`config.mk`:
```
export PLATFORM = sky130hd
export DESIGN_NAME = serial_motor_command_parser_flat
export DESIGN_NICKNAME = d
export VERILOG_FILES = /design/src/design/smcp_pkg.sv /design/src/design/smcp_if.sv /design/src/design/smcp_line_parser.sv /design/src/design/serial_motor_command_parser.sv /design/src/flat_wrapper.sv
export SDC_FILE = /design/constraint.sdc
export NUM_CORES = 1
export LEC_CHECK = 0
export ABC_AREA = 1
export BUFFER_PORTS_ARGS = -buffer_cell sky130_fd_sc_hd__buf_4
export CAP_MARGIN = 20
export CORE_MARGIN = 8
export CORE_UTILIZATION = 60
export DETAILED_ROUTE_END_ITERATION = 12
export PLACE_DENSITY = 0.78
export SETUP_SLACK_MARGIN = 0.1
export SKIP_LAST_GASP = 1
export SLEW_MARGIN = 20
export SYNTH_ARGS = -nofsm -noshare
export SYNTH_HDL_FRONTEND = slang
export SYNTH_SLANG_ARGS = --single-unit
```
`constraint.sdc`:
```
create_clock -name clk -period 15.75 [get_ports clk]
set_input_delay 2.3625 -clock clk [delete_from_list [all_inputs] [get_ports clk]]
set_output_delay 2.3625 -clock clk [all_outputs]
set_load 0.1 [all_outputs]
```
`src/design/smcp_pkg.sv`:
```
// Shared types and constants of the serial motor command parser.
package smcp_pkg;

	localparam int unsigned CFG_IDX_W  = 3;
	localparam int unsigned CFG_DATA_W = 16;

	localparam logic [CFG_IDX_W-1:0] REG_SPEED_LIMIT  = 3'd0;
	localparam logic [CFG_IDX_W-1:0] REG_SERVO_MIN    = 3'd1;
	localparam logic [CFG_IDX_W-1:0] REG_SERVO_MAX    = 3'd2;
	localparam logic [CFG_IDX_W-1:0] REG_SERVO_CENTER = 3'd3;
	localparam logic [CFG_IDX_W-1:0] REG_TIMEOUT_MS   = 3'd4;

	localparam logic [11:0] SPEED_LIMIT_RST  = 12'd999;
	localparam logic [14:0] SERVO_MIN_RST    = 15'd650;
	localparam logic [14:0] SERVO_MAX_RST    = 15'd2350;
	localparam logic [14:0] SERVO_CENTER_RST = 15'd1500;
	localparam logic [15:0] TIMEOUT_MS_RST   = 16'd500;

	localparam logic OP_BYTE = 1'b0;
	localparam logic OP_TICK = 1'b1;

	// Result of a line terminator as seen by the parser
	typedef struct packed {
		logic        ok;
		logic        first_neg;
		logic [15:0] first_mag;
		logic        second_neg;
		logic [15:0] second_mag;
	} line_t;

endpackage

```
`src/design/smcp_if.sv`:
```
// Handshake channels of the serial motor command parser.
interface smcp_cmd_if;
	logic       valid;
	logic       ready;
	logic       opcode;
	logic [7:0] rx_byte;
	modport source (output valid, opcode, rx_byte, input ready);
	modport sink (input valid, opcode, rx_byte, output ready);
endinterface

interface smcp_res_if;
	logic        valid;
	logic        ready;
	logic        dir_forward;
	logic        dir_reverse;
	logic [11:0] drive_duty;
	logic [14:0] servo_pulse_us;
	logic        command_accepted;
	logic        timed_out;
	modport source (output valid, dir_forward, dir_reverse, drive_duty, servo_pulse_us,
		command_accepted, timed_out, input ready);
	modport sink (input valid, dir_forward, dir_reverse, drive_duty, servo_pulse_us,
		command_accepted, timed_out, output ready);
endinterface

interface smcp_cfg_if;
	logic                             valid;
	logic                             ready;
	logic [smcp_pkg::CFG_IDX_W-1:0]  index;
	logic [smcp_pkg::CFG_DATA_W-1:0] data;
	modport source (output valid, index, data, input ready);
	modport sink (input valid, index, data, output ready);
endinterface

```
`src/design/smcp_line_parser.sv`:
```
// Line parser: two signed decimal numbers separated by a comma.
module smcp_line_parser #(
	parameter int unsigned LINE_CHARS = 60
) (
	input  logic              clk,
	input  logic              arst_n,
	input  logic              step,
	input  logic [7:0]        rx_byte,
	output smcp_pkg::line_t   line
);
	localparam int unsigned CW = $clog2(LINE_CHARS + 1);

	localparam logic [2:0] PH_LEAD1 = 3'd0;
	localparam logic [2:0] PH_SIGN1 = 3'd1;
	localparam logic [2:0] PH_DIG1  = 3'd2;
	localparam logic [2:0] PH_LEAD2 = 3'd3;
	localparam logic [2:0] PH_SIGN2 = 3'd4;
	localparam logic [2:0] PH_DIG2  = 3'd5;
	localparam logic [2:0] PH_DONE  = 3'd6;
	localparam logic [2:0] PH_FAIL  = 3'd7;

	logic [2:0]    phase_q, phase_d;
	logic [CW-1:0] count_q, count_d;
	logic          f_neg_q, f_neg_d, s_neg_q, s_neg_d;
	logic [15:0]   f_mag_q, f_mag_d, s_mag_q, s_mag_d;

	logic        is_term, is_digit, is_sign, is_blank, is_nul, is_minus, has_two;
	logic [15:0] dval, f_acc, s_acc;

	function automatic logic [15:0] add_digit(logic [15:0] mag, logic [15:0] d);
		logic [19:0] v;
		v = {mag, 3'b000} + {1'b0, mag, 1'b0} + {4'd0, d};
		return (v > 20'd65535) ? 16'hFFFF : v[15:0];
	endfunction

	always_comb begin
		is_term  = (rx_byte == 8'h0A) || (rx_byte == 8'h0D);
		is_digit = (rx_byte >= 8'h30) && (rx_byte <= 8'h39);
		is_minus = (rx_byte == 8'h2D);
		is_sign  = (rx_byte == 8'h2B) || is_minus;
		is_blank = (rx_byte == 8'h20) || (rx_byte == 8'h09) || (rx_byte == 8'h0B)
			|| (rx_byte == 8'h0C);
		is_nul   = (rx_byte == 8'h00);
		dval     = {12'd0, rx_byte[3:0]};
		f_acc    = add_digit(f_mag_q, dval);
		s_acc    = add_digit(s_mag_q, dval);
		has_two  = (phase_q == PH_DIG2) || (phase_q == PH_DONE);

		line.ok         = step && is_term && (count_q != '0) && has_two;
		line.first_neg  = f_neg_q;
		line.first_mag  = f_mag_q;
		line.second_neg = s_neg_q;
		line.second_mag = s_mag_q;
	end

	always_comb begin
		phase_d = phase_q;
		count_d = count_q;
		f_neg_d = f_neg_q;
		f_mag_d = f_mag_q;
		s_neg_d = s_neg_q;
		s_mag_d = s_mag_q;
		if (is_term) begin
			// Empty line leaves everything alone
			if (count_q != '0) begin
				phase_d = PH_LEAD1;
				count_d = '0;
				f_neg_d = 1'b0;
				s_neg_d = 1'b0;
				f_mag_d = '0;
				s_mag_d = '0;
			end
		end else if (count_q < CW'(LINE_CHARS)) begin
			count_d = count_q + 1'b1;
			if (is_nul) begin
				phase_d = has_two ? PH_DONE : PH_FAIL;
			end else begin
				case (phase_q)
					PH_LEAD1, PH_LEAD2: begin
						if (is_blank) begin
							phase_d = phase_q;
						end else if (is_sign) begin
							if (phase_q == PH_LEAD1) begin
								f_neg_d = is_minus;
								phase_d = PH_SIGN1;
							end else begin
								s_neg_d = is_minus;
								phase_d = PH_SIGN2;
							end
						end else if (is_digit) begin
							if (phase_q == PH_LEAD1) begin
								f_mag_d = dval;
								phase_d = PH_DIG1;
							end else begin
								s_mag_d = dval;
								phase_d = PH_DIG2;
							end
						end else begin
							phase_d = PH_FAIL;
						end
					end
					PH_SIGN1: begin
						if (is_digit) begin
							f_mag_d = dval;
							phase_d = PH_DIG1;
						end else begin
							phase_d = PH_FAIL;
						end
					end
					PH_SIGN2: begin
						if (is_digit) begin
							s_mag_d = dval;
							phase_d = PH_DIG2;
						end else begin
							phase_d = PH_FAIL;
						end
					end
					PH_DIG1: begin
						if (is_digit) begin
							f_mag_d = f_acc;
						end else if (rx_byte == 8'h2C) begin
							phase_d = PH_LEAD2;
						end else begin
							phase_d = PH_FAIL;
						end
					end
					PH_DIG2: begin
						if (is_digit) begin
							s_mag_d = s_acc;
						end else begin
							phase_d = PH_DONE;
						end
					end
					default: begin
						phase_d = phase_q;
					end
				endcase
			end
		end
	end

	always_ff @(posedge clk or negedge arst_n) begin
		if (!arst_n) begin
			phase_q <= PH_LEAD1;
			count_q <= '0;
			f_neg_q <= 1'b0;
			s_neg_q <= 1'b0;
			f_mag_q <= '0;
			s_mag_q <= '0;
		end else if (step) begin
			phase_q <= phase_d;
			count_q <= count_d;
			f_neg_q <= f_neg_d;
			s_neg_q <= s_neg_d;
			f_mag_q <= f_mag_d;
			s_mag_q <= s_mag_d;
		end
	end

endmodule

```
`src/design/serial_motor_command_parser.sv`:
```
// Top level of the serial motor command parser.
// Takes received bytes and millisecond ticks as command words and returns one result word per
// command word. A word is registered on entry and its result is formed by a single level of
// parse, clamp and idle-count logic into the output register, so one word is taken every cycle
// and its result is presented from the output register; the only limit on rate is the
// result sink holding off the output register. Lines are "speed,pulse" in decimal, ended by CR
// or LF, with only the first LINE_CHARS characters counted. Register writes (index 0
// speed_limit, 1 servo_min, 2 servo_max, 3 servo_center, 4 timeout_ms) are always ready and
// should be made while no word is in flight.
module serial_motor_command_parser #(
	parameter int unsigned LINE_CHARS = 60
) (
	input  logic        clk,
	input  logic        arst_n,
	smcp_cmd_if.sink    cmd,
	smcp_cfg_if.sink    cfg,
	smcp_res_if.source  result
);
	logic [11:0] speed_limit_q;
	logic [14:0] servo_min_q, servo_max_q, servo_center_q;
	logic [15:0] timeout_ms_q;

	logic        v_s1;
	logic        opcode_s1;
	logic [7:0]  byte_s1;
	logic        advance;

	logic signed [12:0] speed_q, speed_d, speed_fin;
	logic [14:0]        pulse_q, pulse_d, pulse_fin;
	logic [15:0]        idle_q, idle_d;
	logic               tout;
	logic               spd_neg;
	logic [11:0]        spd_mag, duty;
	logic [14:0]        pulse_out;

	smcp_pkg::line_t line;

	function automatic logic [14:0] clamp_servo(logic [15:0] v, logic [14:0] lo,
		logic [14:0] hi);
		logic [15:0] r;
		r = (v < {1'b0, lo}) ? {1'b0, lo} : v;
		r = (r > {1'b0, hi}) ? {1'b0, hi} : r;
		return r[14:0];
	endfunction

	function automatic logic [11:0] clamp_mag(logic [15:0] m, logic [11:0] lim);
		return (m > {4'd0, lim}) ? lim : m[11:0];
	endfunction

	// Config port
	assign cfg.ready = 1'b1;

	always_ff @(posedge clk or negedge arst_n) begin
		if (!arst_n) begin
			speed_limit_q  <= smcp_pkg::SPEED_LIMIT_RST;
			servo_min_q    <= smcp_pkg::SERVO_MIN_RST;
			servo_max_q    <= smcp_pkg::SERVO_MAX_RST;
			servo_center_q <= smcp_pkg::SERVO_CENTER_RST;
			timeout_ms_q   <= smcp_pkg::TIMEOUT_MS_RST;
		end else if (cfg.valid) begin
			case (cfg.index)
				smcp_pkg::REG_SPEED_LIMIT:  speed_limit_q  <= cfg.data[11:0];
				smcp_pkg::REG_SERVO_MIN:    servo_min_q    <= cfg.data[14:0];
				smcp_pkg::REG_SERVO_MAX:    servo_max_q    <= cfg.data[14:0];
				smcp_pkg::REG_SERVO_CENTER: servo_center_q <= cfg.data[14:0];
				smcp_pkg::REG_TIMEOUT_MS:   timeout_ms_q   <= cfg.data;
				default: ;
			endcase
		end
	end

	// Input register: advance whenever the output register is free or being drained
	assign advance   = !result.valid || result.ready;
	assign cmd.ready = !v_s1 || advance;

	always_ff @(posedge clk or negedge arst_n) begin
		if (!arst_n) begin
			v_s1 <= 1'b0;
		end else if (cmd.ready) begin
			v_s1 <= cmd.valid;
		end
	end

	always_ff @(posedge clk) begin
		if (cmd.ready && cmd.valid) begin
			opcode_s1 <= cmd.opcode;
			byte_s1   <= cmd.rx_byte;
		end
	end

	smcp_line_parser #(
		.LINE_CHARS (LINE_CHARS)
	) u_parser (
		.clk     (clk),
		.arst_n  (arst_n),
		.step    (v_s1 && advance && (opcode_s1 == smcp_pkg::OP_BYTE)),
		.rx_byte (byte_s1),
		.line    (line)
	);

	always_comb begin
		logic [11:0] m;
		m       = '0;
		idle_d  = idle_q;
		speed_d = speed_q;
		pulse_d = pulse_q;
		if (opcode_s1 == smcp_pkg::OP_TICK) begin
			if (idle_q != 16'hFFFF) begin
				idle_d = idle_q + 1'b1;
			end
		end else if (line.ok) begin
			m       = clamp_mag(line.first_mag, speed_limit_q);
			speed_d = line.first_neg ? -$signed({1'b0, m}) : $signed({1'b0, m});
			pulse_d = clamp_servo(line.second_neg ? 16'd0 : line.second_mag,
				servo_min_q, servo_max_q);
			idle_d  = '0;
		end
		tout      = idle_d > timeout_ms_q;
		speed_fin = tout ? '0 : speed_d;
		pulse_fin = tout ? clamp_servo({1'b0, servo_center_q}, servo_min_q, servo_max_q)
			: pulse_d;
		// Re-clamp with the present registers
		spd_neg   = speed_fin[12];
		spd_mag   = spd_neg ? 12'(-speed_fin) : speed_fin[11:0];
		duty      = clamp_mag({4'd0, spd_mag}, speed_limit_q);
		pulse_out = clamp_servo({1'b0, pulse_fin}, servo_min_q, servo_max_q);
	end

	always_ff @(posedge clk or negedge arst_n) begin
		if (!arst_n) begin
			speed_q      <= '0;
			pulse_q      <= smcp_pkg::SERVO_CENTER_RST;
			idle_q       <= '0;
			result.valid <= 1'b0;
		end else if (advance) begin
			result.valid <= v_s1;
			if (v_s1) begin
				speed_q <= speed_fin;
				pulse_q <= pulse_fin;
				idle_q  <= idle_d;
			end
		end
	end

	always_ff @(posedge clk) begin
		if (advance && v_s1) begin
			result.dir_forward      <= !spd_neg && (duty != '0);
			result.dir_reverse      <= spd_neg && (duty != '0);
			result.drive_duty       <= duty;
			result.servo_pulse_us   <= pulse_out;
			result.command_accepted <= line.ok;
			result.timed_out        <= tout;
		end
	end

endmodule

```
`src/flat_wrapper.sv`:
```
// flat-port wrapper written by rule: the top's interface ports become plain ports
module serial_motor_command_parser_flat 
#(
	parameter int unsigned LINE_CHARS = 60
)
  (clk, arst_n, cmd_valid, cmd_opcode, cmd_rx_byte, cmd_ready, cfg_valid, cfg_index, cfg_data, cfg_ready, result_valid, result_dir_forward, result_dir_reverse, result_drive_duty, result_servo_pulse_us, result_command_accepted, result_timed_out, result_ready);
  smcp_cmd_if cmd_i ();
  smcp_cfg_if cfg_i ();
  smcp_res_if result_i ();
  input  logic clk;
  input  logic arst_n;
  input wire logic [$bits(cmd_i.valid)-1:0] cmd_valid;
  input wire logic [$bits(cmd_i.opcode)-1:0] cmd_opcode;
  input wire logic [$bits(cmd_i.rx_byte)-1:0] cmd_rx_byte;
  output wire logic [$bits(cmd_i.ready)-1:0] cmd_ready;
  input wire logic [$bits(cfg_i.valid)-1:0] cfg_valid;
  input wire logic [$bits(cfg_i.index)-1:0] cfg_index;
  input wire logic [$bits(cfg_i.data)-1:0] cfg_data;
  output wire logic [$bits(cfg_i.ready)-1:0] cfg_ready;
  output wire logic [$bits(result_i.valid)-1:0] result_valid;
  output wire logic [$bits(result_i.dir_forward)-1:0] result_dir_forward;
  output wire logic [$bits(result_i.dir_reverse)-1:0] result_dir_reverse;
  output wire logic [$bits(result_i.drive_duty)-1:0] result_drive_duty;
  output wire logic [$bits(result_i.servo_pulse_us)-1:0] result_servo_pulse_us;
  output wire logic [$bits(result_i.command_accepted)-1:0] result_command_accepted;
  output wire logic [$bits(result_i.timed_out)-1:0] result_timed_out;
  input wire logic [$bits(result_i.ready)-1:0] result_ready;
  assign cmd_i.valid = cmd_valid;
  assign cmd_i.opcode = cmd_opcode;
  assign cmd_i.rx_byte = cmd_rx_byte;
  assign cmd_ready = cmd_i.ready;
  assign cfg_i.valid = cfg_valid;
  assign cfg_i.index = cfg_index;
  assign cfg_i.data = cfg_data;
  assign cfg_ready = cfg_i.ready;
  assign result_valid = result_i.valid;
  assign result_dir_forward = result_i.dir_forward;
  assign result_dir_reverse = result_i.dir_reverse;
  assign result_drive_duty = result_i.drive_duty;
  assign result_servo_pulse_us = result_i.servo_pulse_us;
  assign result_command_accepted = result_i.command_accepted;
  assign result_timed_out = result_i.timed_out;
  assign result_i.ready = result_ready;
  serial_motor_command_parser #(.LINE_CHARS(LINE_CHARS)) u_core (.clk(clk), .arst_n(arst_n), .cmd(cmd_i), .cfg(cfg_i), .result(result_i));
endmodule
```
---- After elaboration in Yosys (flattened, before gate mapping) ----
Cells that the tools add are included.
storage, ports and cells
  output and inout bits ................... 34
  input bits .............................. 33
  word-level logic and storage cells ...... 204
  bits in registers ....................... 202
operators by class
  equal/unequal tests ..................... 36
  muxes and demuxes ....................... 76
  reduce and logical (&&, ||, !) cells .... 45
  magnitude comparators ................... 14
  bitwise logic cells ..................... 1
  add/sub/neg operators ................... 8
operator list
  kind                                                                     number
  16-bit two-way mux                                                       25
  15-bit two-way mux                                                       8
  16-bit case mux with 3 select lines                                      2
  13-bit two-way mux                                                       4
  16-bit by 15-bit > comparator with 1-bit output                          3
  19-bit by 17-bit adder with 20-bit output                                2
  20-bit by 4-bit adder with 20-bit output                                 2
  8-bit by 4-bit == test with 1-bit output (second input constant)         5
  20-bit by 16-bit > comparator with 1-bit output (second input constant)  2
  3-bit two-way mux                                                        13
  12-bit two-way mux                                                       3
  8-bit by 6-bit == test with 1-bit output (second input constant)         4
  15-bit < comparator                                                      2
  3-bit inequality test (second input constant)                            9
  11-bit AND reduction                                                     2
  6-bit two-way mux                                                        3
  16-bit by 1-bit adder with 16-bit output (second input constant)         1
  16-bit by 12-bit > comparator with 1-bit output                          1
  16-bit > comparator                                                      1
  16-bit by 15-bit < comparator with 1-bit output                          1
  1-bit two-way mux                                                        16
  16-bit inequality test (second input constant)                           1
  8-bit AND reduction                                                      2
  3-bit case mux with 5 select lines                                       1
  29 further kinds                                                         67

---- Logic depth before layout (Yosys ltp) ----
  depth after elaboration ................. 17
  depth in mapped cells ................... 51
  depth with buffers taken out ............ 47

---- Modules after synthesis ----
Synthesis repeated with hierarchy kept, for this count alone.
unflattened totals
  cells, all modules ...................... 2,359
  area total of the unflattened synthesis .. 16,789.9 µm²
by module, submodules not included
  module                       times used  cells each  area an instance (µm²)  seq. area each (µm²)
  serial_motor_command_parser  1           1,659       12,131.6                4,226.6
  smcp_line_parser             1           700         4,658.2                 1,076.0

---- Worst setup path after synthesis ----
Ideal clock, no wire load.
  kind .................................... input to register
  from .................................... input result_ready
  to ...................................... register u_core.result.servo_pulse_us[4] (data pin)
  setup time .............................. 254 ps
  data required time ...................... 15,496 ps
  setup slack ............................. 6,634 ps
  cell stages on the path ................. 41
  data arrival time ....................... 8,862 ps
  path buffers ............................ 6
  cell sequence ........................... inv_1 nand2_1 nand2_1 nor2_1 nand2_1 nor2_8 nand2_2 buf_6 clkbuf_1 nand3_1 inv_1 a21oi_1 inv_1 ha_1 a21oi_1 o21ai_0 a21oi_1 nand2_1 [5 not listed] a21oi_1 nand3b_1 a21oi_1 a2111oi_0 nand2_1 buf_2 nand2_1 and2_1 ha_1 a21oi_1 o21a_1 o221ai_1 a221o_1 nand2_1 inv_1 clkbuf_1 nand2_1 nand2_1
on the way
  cells in the longest elaborated chain, start to end .. 14
  elaborated cells on any way between the ends .. 16
  those cells by class .................... order compare (3); mux (7); reduce/logical (6)
ends and longest elaborated chain
  what                                             RTL line                            text
  from (decl)                                      flat_wrapper.sv:27                  input wire logic [$bits(result_i.ready)-1:0] result_ready;
  1-bit logical OR (*)                             serial_motor_command_parser.sv:73   assign advance = !result.valid || result.ready;
  1-bit logical AND (*) (2 in series)              serial_motor_command_parser.sv:96   .step (v_s1 && advance && (opcode_s1 == smcp_pkg::OP_BYTE)),
  1-bit logical AND (*) (3 in series)              smcp_line_parser.sv:49              line.ok = step && is_term && (count_q != '0) && has_two;
  16-bit two-way mux (*)                           serial_motor_command_parser.sv:111  end else if (line.ok) begin
  16-bit two-way mux (*)                           serial_motor_command_parser.sv:107  if (opcode_s1 == smcp_pkg::OP_TICK) begin
  net u_core.idle_d[9]                             serial_motor_command_parser.sv:30   logic [15:0] idle_q, idle_d;
  16-bit > comparator (*)                          serial_motor_command_parser.sv:118  tout = idle_d > timeout_ms_q;
  15-bit two-way mux (*)                           serial_motor_command_parser.sv:120  pulse_fin = tout ? clamp_servo({1'b0, servo_center_q}, servo_min_q, servo_max_q)
  net u_core.pulse_fin[8]                          serial_motor_command_parser.sv:29   logic [14:0] pulse_q, pulse_d, pulse_fin;
  15-bit < comparator                              serial_motor_command_parser.sv:41   r = (v < {1'b0, lo}) ? {1'b0, lo} : v;
  15-bit two-way mux (*)                           serial_motor_command_parser.sv:41
  16-bit by 15-bit > comparator with 1-bit output  serial_motor_command_parser.sv:42   r = (r > {1'b0, hi}) ? {1'b0, hi} : r;
  15-bit two-way mux (*)                           serial_motor_command_parser.sv:42
  net u_core.pulse_out[4]                          serial_motor_command_parser.sv:34   logic [14:0] pulse_out;
  to (signal assigned)                             serial_motor_command_parser.sv:150  result.servo_pulse_us <= pulse_out;
  to (decl)                                        smcp_if.sv:20                       modport source (output valid, dir_forward, dir_reverse, drive_duty, servo_pulse_us,
The timed path passes the listed nets; every way through them passes the cells marked *.
A chain may end at the register's enable or synchronous reset.

---- Final worst setup path ----
  from .................................... input result_ready
  to ...................................... register u_core.result.servo_pulse_us[8] (data pin)
Same word-level chain as after synthesis.

==> results_dict.tcl <==
set metrics [dict create \
    status "finished clean" \
    dieWidth_um 180 \
    routed.top_layer "met4" \
    drtIter0Drc 1357 \
    grt_pass1_wl_um 74000 \
    fp.dieH_um 180 \
    wl_met1_um 19700 \
    globalplace.congestion 0.972 \
    utilization_pct 66.0 \
    grt_pass1_vias 14600 \
    p_leak_nw 9.20 \
    syn-num-nets 2443 \
    path_max_fanout 77 \
    clock_path_buffers 3 \
    yosysWarnings 0 \
    post_cts_buffers 0 \
    drv_cap 0 \
    drc 0 \
    area.growth.synth_to_final_pct 9.34 \
    synthFlopType "dfrtp_1" \
    p_per_area_nw_per_um2 189 \
    syn_area_per_cell_sq_um 7.28 \
    drt-vias-per-instance 5.85 \
    dr_wl_met2_um 20700 \
    antenna_cells 0 \
    clock_skew_ns 0.0273 \
    slew_violations 0 \
    critPathMaxStageDelay_ns 0.55 \
    tns_ns 0 \
    tightest_slew_ns 1.04 \
    wl_met3_um 2890 \
    cpMaxStageDelayCell "buf_4" \
    synthCells 2212 \
    hold_viol 0 \
    async_reset_ff_share_pct 80.2 \
    setup_viol_count_final 0 \
    overflow 0 \
    ys_types 62 \
    nets 2476 \
    clkTransAtPathRegs_ns 0.06 \
    dpl.hpwl_um 34400 \
    antenna_found_initial 0 \
    ctsResizeCount 0 \
    crit_arrival_ns 10.51 \
    relSlewSlack_pct 30.7 \
    drt_first_pass_iters 5 \
    insertion_delay_ns 0.54 \
    cp-end-kind "flip-flop" \
    finalCritPeriodShare_pct 65.0 \
    placed_cell_area_sq_um 16800 \
    synth_area_sq_um 16100 \
    cts-htree-levels 1 \
    numCtsBuffers 24 \
    period_needed_ns 10.23 \
    synth-seq-area-share_pct 32.9 \
    holdBufCountCts 0 \
    max_freq_mhz 97.7 \
    dr_total_vias 15200 \
    coreArea_sq_um 26700 \
    ant_nets 0 \
    cts.sinks 202 \
    drt-total-wl_um 44800 \
    fillers 2299 \
    initial_utilization_pct 60.4 \
    power_mw 3.32 \
    grt_max_degree 96 \
    final_cell_mix "586 x nand2_1, 292 x inv_1, 211 x o21ai_0" \
    clockRootBuffer "clkbuf_16" \
    ioPinCount 67 \
    final_cell_area_sq_um 17600 \
    timing.hold.ws_ns 0.488 \
    crit_type "in2reg" \
    wire_per_inst_um 17.2 \
    final_common_cell "nand2_1" \
    track_usage_pct 27.4 \
    rsz0062_at_grt "false" \
    cp.required_ns 16.03 \
    crit_top_cell "nand2_1" \
    die_area_sq_um 32300 \
    cp-start-kind "primary input" \
    min_path_type "reg2reg" \
    io_buffer_count 65 \
    ys_ff_latch 202 \
    drive_above_1_share_pct 9.01 \
    core.rowCount 60 \
    synth_edf_count 40 \
    cts_tree "built" \
    peakVddDrop_v 0.000285 \
]
-- critical path: cells and delay by family --
family / cells / cell delay [ns]
AOI/OAI and AO/OA: 13 / 2.20
adders and majority gates: 3 / 0.83
buffers and inverters: 6 / 1.83
and+or+nand+nor: 18 / 3.23
-- path summary, 6_finish.rpt --
| check | endpoint | start | slack [ns] | cells past startpoint |
|---|---|---|---|---|
| setup / recovery | u_core.result.servo_pulse_us[8] | result_ready | 5.52 | 40 |
| hold / removal | u_core.timeout_ms_q[14] | u_core.timeout_ms_q[14] | 0.49 | 2 |
| setup reg to reg | u_core.result.servo_pulse_us[8] | u_core.u_parser.s_neg_q | 6.59 | 36 |
| hold reg to reg | u_core.timeout_ms_q[14] | u_core.timeout_ms_q[14] | 0.49 | 2 |
| max in group asynchronous | u_core.servo_min_q[4] | arst_n | 12.38 | 2 |
| min in group asynchronous | u_core.u_parser.f_mag_q[15] | arst_n | 1.88 | 1 |
-- stage by stage --
stage          setup slack (ns)  instances
2_1_floorplan              6.63       2212
3_3_place_gp               5.53       2560
3_5_place_dp               5.21       2560
4_1_cts                    5.73       2604
5_1_grt                    4.55       2604
6_report                   5.52       2604
-- cell type report --
type	count	area [sq um]	area share (%)
Multi-Input combinational cell	1642	9380	53.3
Sequential cell	202	5300	30.1
Inverter	304	1140	6.51
Clock buffer	33	706	4.01
Timing Repair Buffer	71	537	3.05
Tap cell	341	427	2.42
Clock inverter	11	98.8	0.562
-- sequential cells by signal, summed over array words and instances (netlist names), 16 cells and up --
register and cells:
u_core.u_parser.s_mag_q 16, u_core.idle_q 16, u_core.timeout_ms_q 16, u_core.u_parser.f_mag_q 16
-- report_power, final --
group / switching (mW) / internal, mW / total [mW]
sequential: 0.123 / 0.712 / 0.835
clock: 0.232 / 0.331 / 0.563
combinational: 1.29 / 0.626 / 1.92
total: 1.65 / 1.67 / 3.32
-- logic make-up after synthesis --
family                   after synthesis  synth area share [%]
adder cells (fa/ha/maj)              198                  15.6
buffers and inverters                368                  8.81
AO/OA/AOI/OAI                        445                  15.5
XOR/XNOR                              12                 0.653
multiplexers                           1                0.0622
other                                  1                0.0233
AND/OR/NAND/NOR                      985                  26.4
flip-flops                           202                  32.9
-- layer usage --
metal	track usage (%)	up-vias
li1	-	7445
met1	36.2	7140
met2	45.6	538
met3	3.21	100
met4	10.1	0
met5	0	-
-- synthesized netlist by cell type, types with 3 or more instances --
| cell | n | area [sq um] |
|---|---|---|
| ha_1 | 194 | 2430 |
| nand3_1 | 152 | 761 |
| clkinv_1 | 3 | 11.3 |
| buf_4 | 4 | 30.0 |
| nor2_2 | 6 | 37.5 |
| and2_1 | 20 | 125 |
| xnor2_1 | 4 | 35.0 |
| o211ai_1 | 21 | 158 |
| inv_2 | 6 | 22.5 |
| nand4_1 | 28 | 175 |
| dfstp_2 | 38 | 998 |
| a21oi_1 | 136 | 681 |
| o31ai_1 | 4 | 30.0 |
| nor2_1 | 108 | 405 |
| inv_1 | 293 | 1100 |
| or2_2 | 11 | 68.8 |
| nand3_2 | 5 | 50.1 |
| o221ai_1 | 4 | 35.0 |
| clkbuf_1 | 48 | 180 |
| a211oi_1 | 5 | 37.5 |
| o21ai_0 | 211 | 1060 |
| xor2_1 | 8 | 70.1 |
| a21o_1 | 4 | 30.0 |
| a32oi_1 | 12 | 105 |
| nand2_2 | 14 | 87.6 |
| o21ai_1 | 4 | 20.0 |
| edfxtp_1 | 40 | 1200 |
| buf_2 | 9 | 45.0 |
| nand3b_1 | 12 | 90.1 |
| nor3_1 | 35 | 175 |
| dfrtp_1 | 124 | 3100 |
| o21a_1 | 15 | 113 |
| a22oi_1 | 3 | 22.5 |
| nand2_1 | 587 | 2200 |
| fa_1 | 4 | 80.1 |
| a31oi_1 | 8 | 50.1 |
Note: power is estimated with default switching activity, not from simulation.
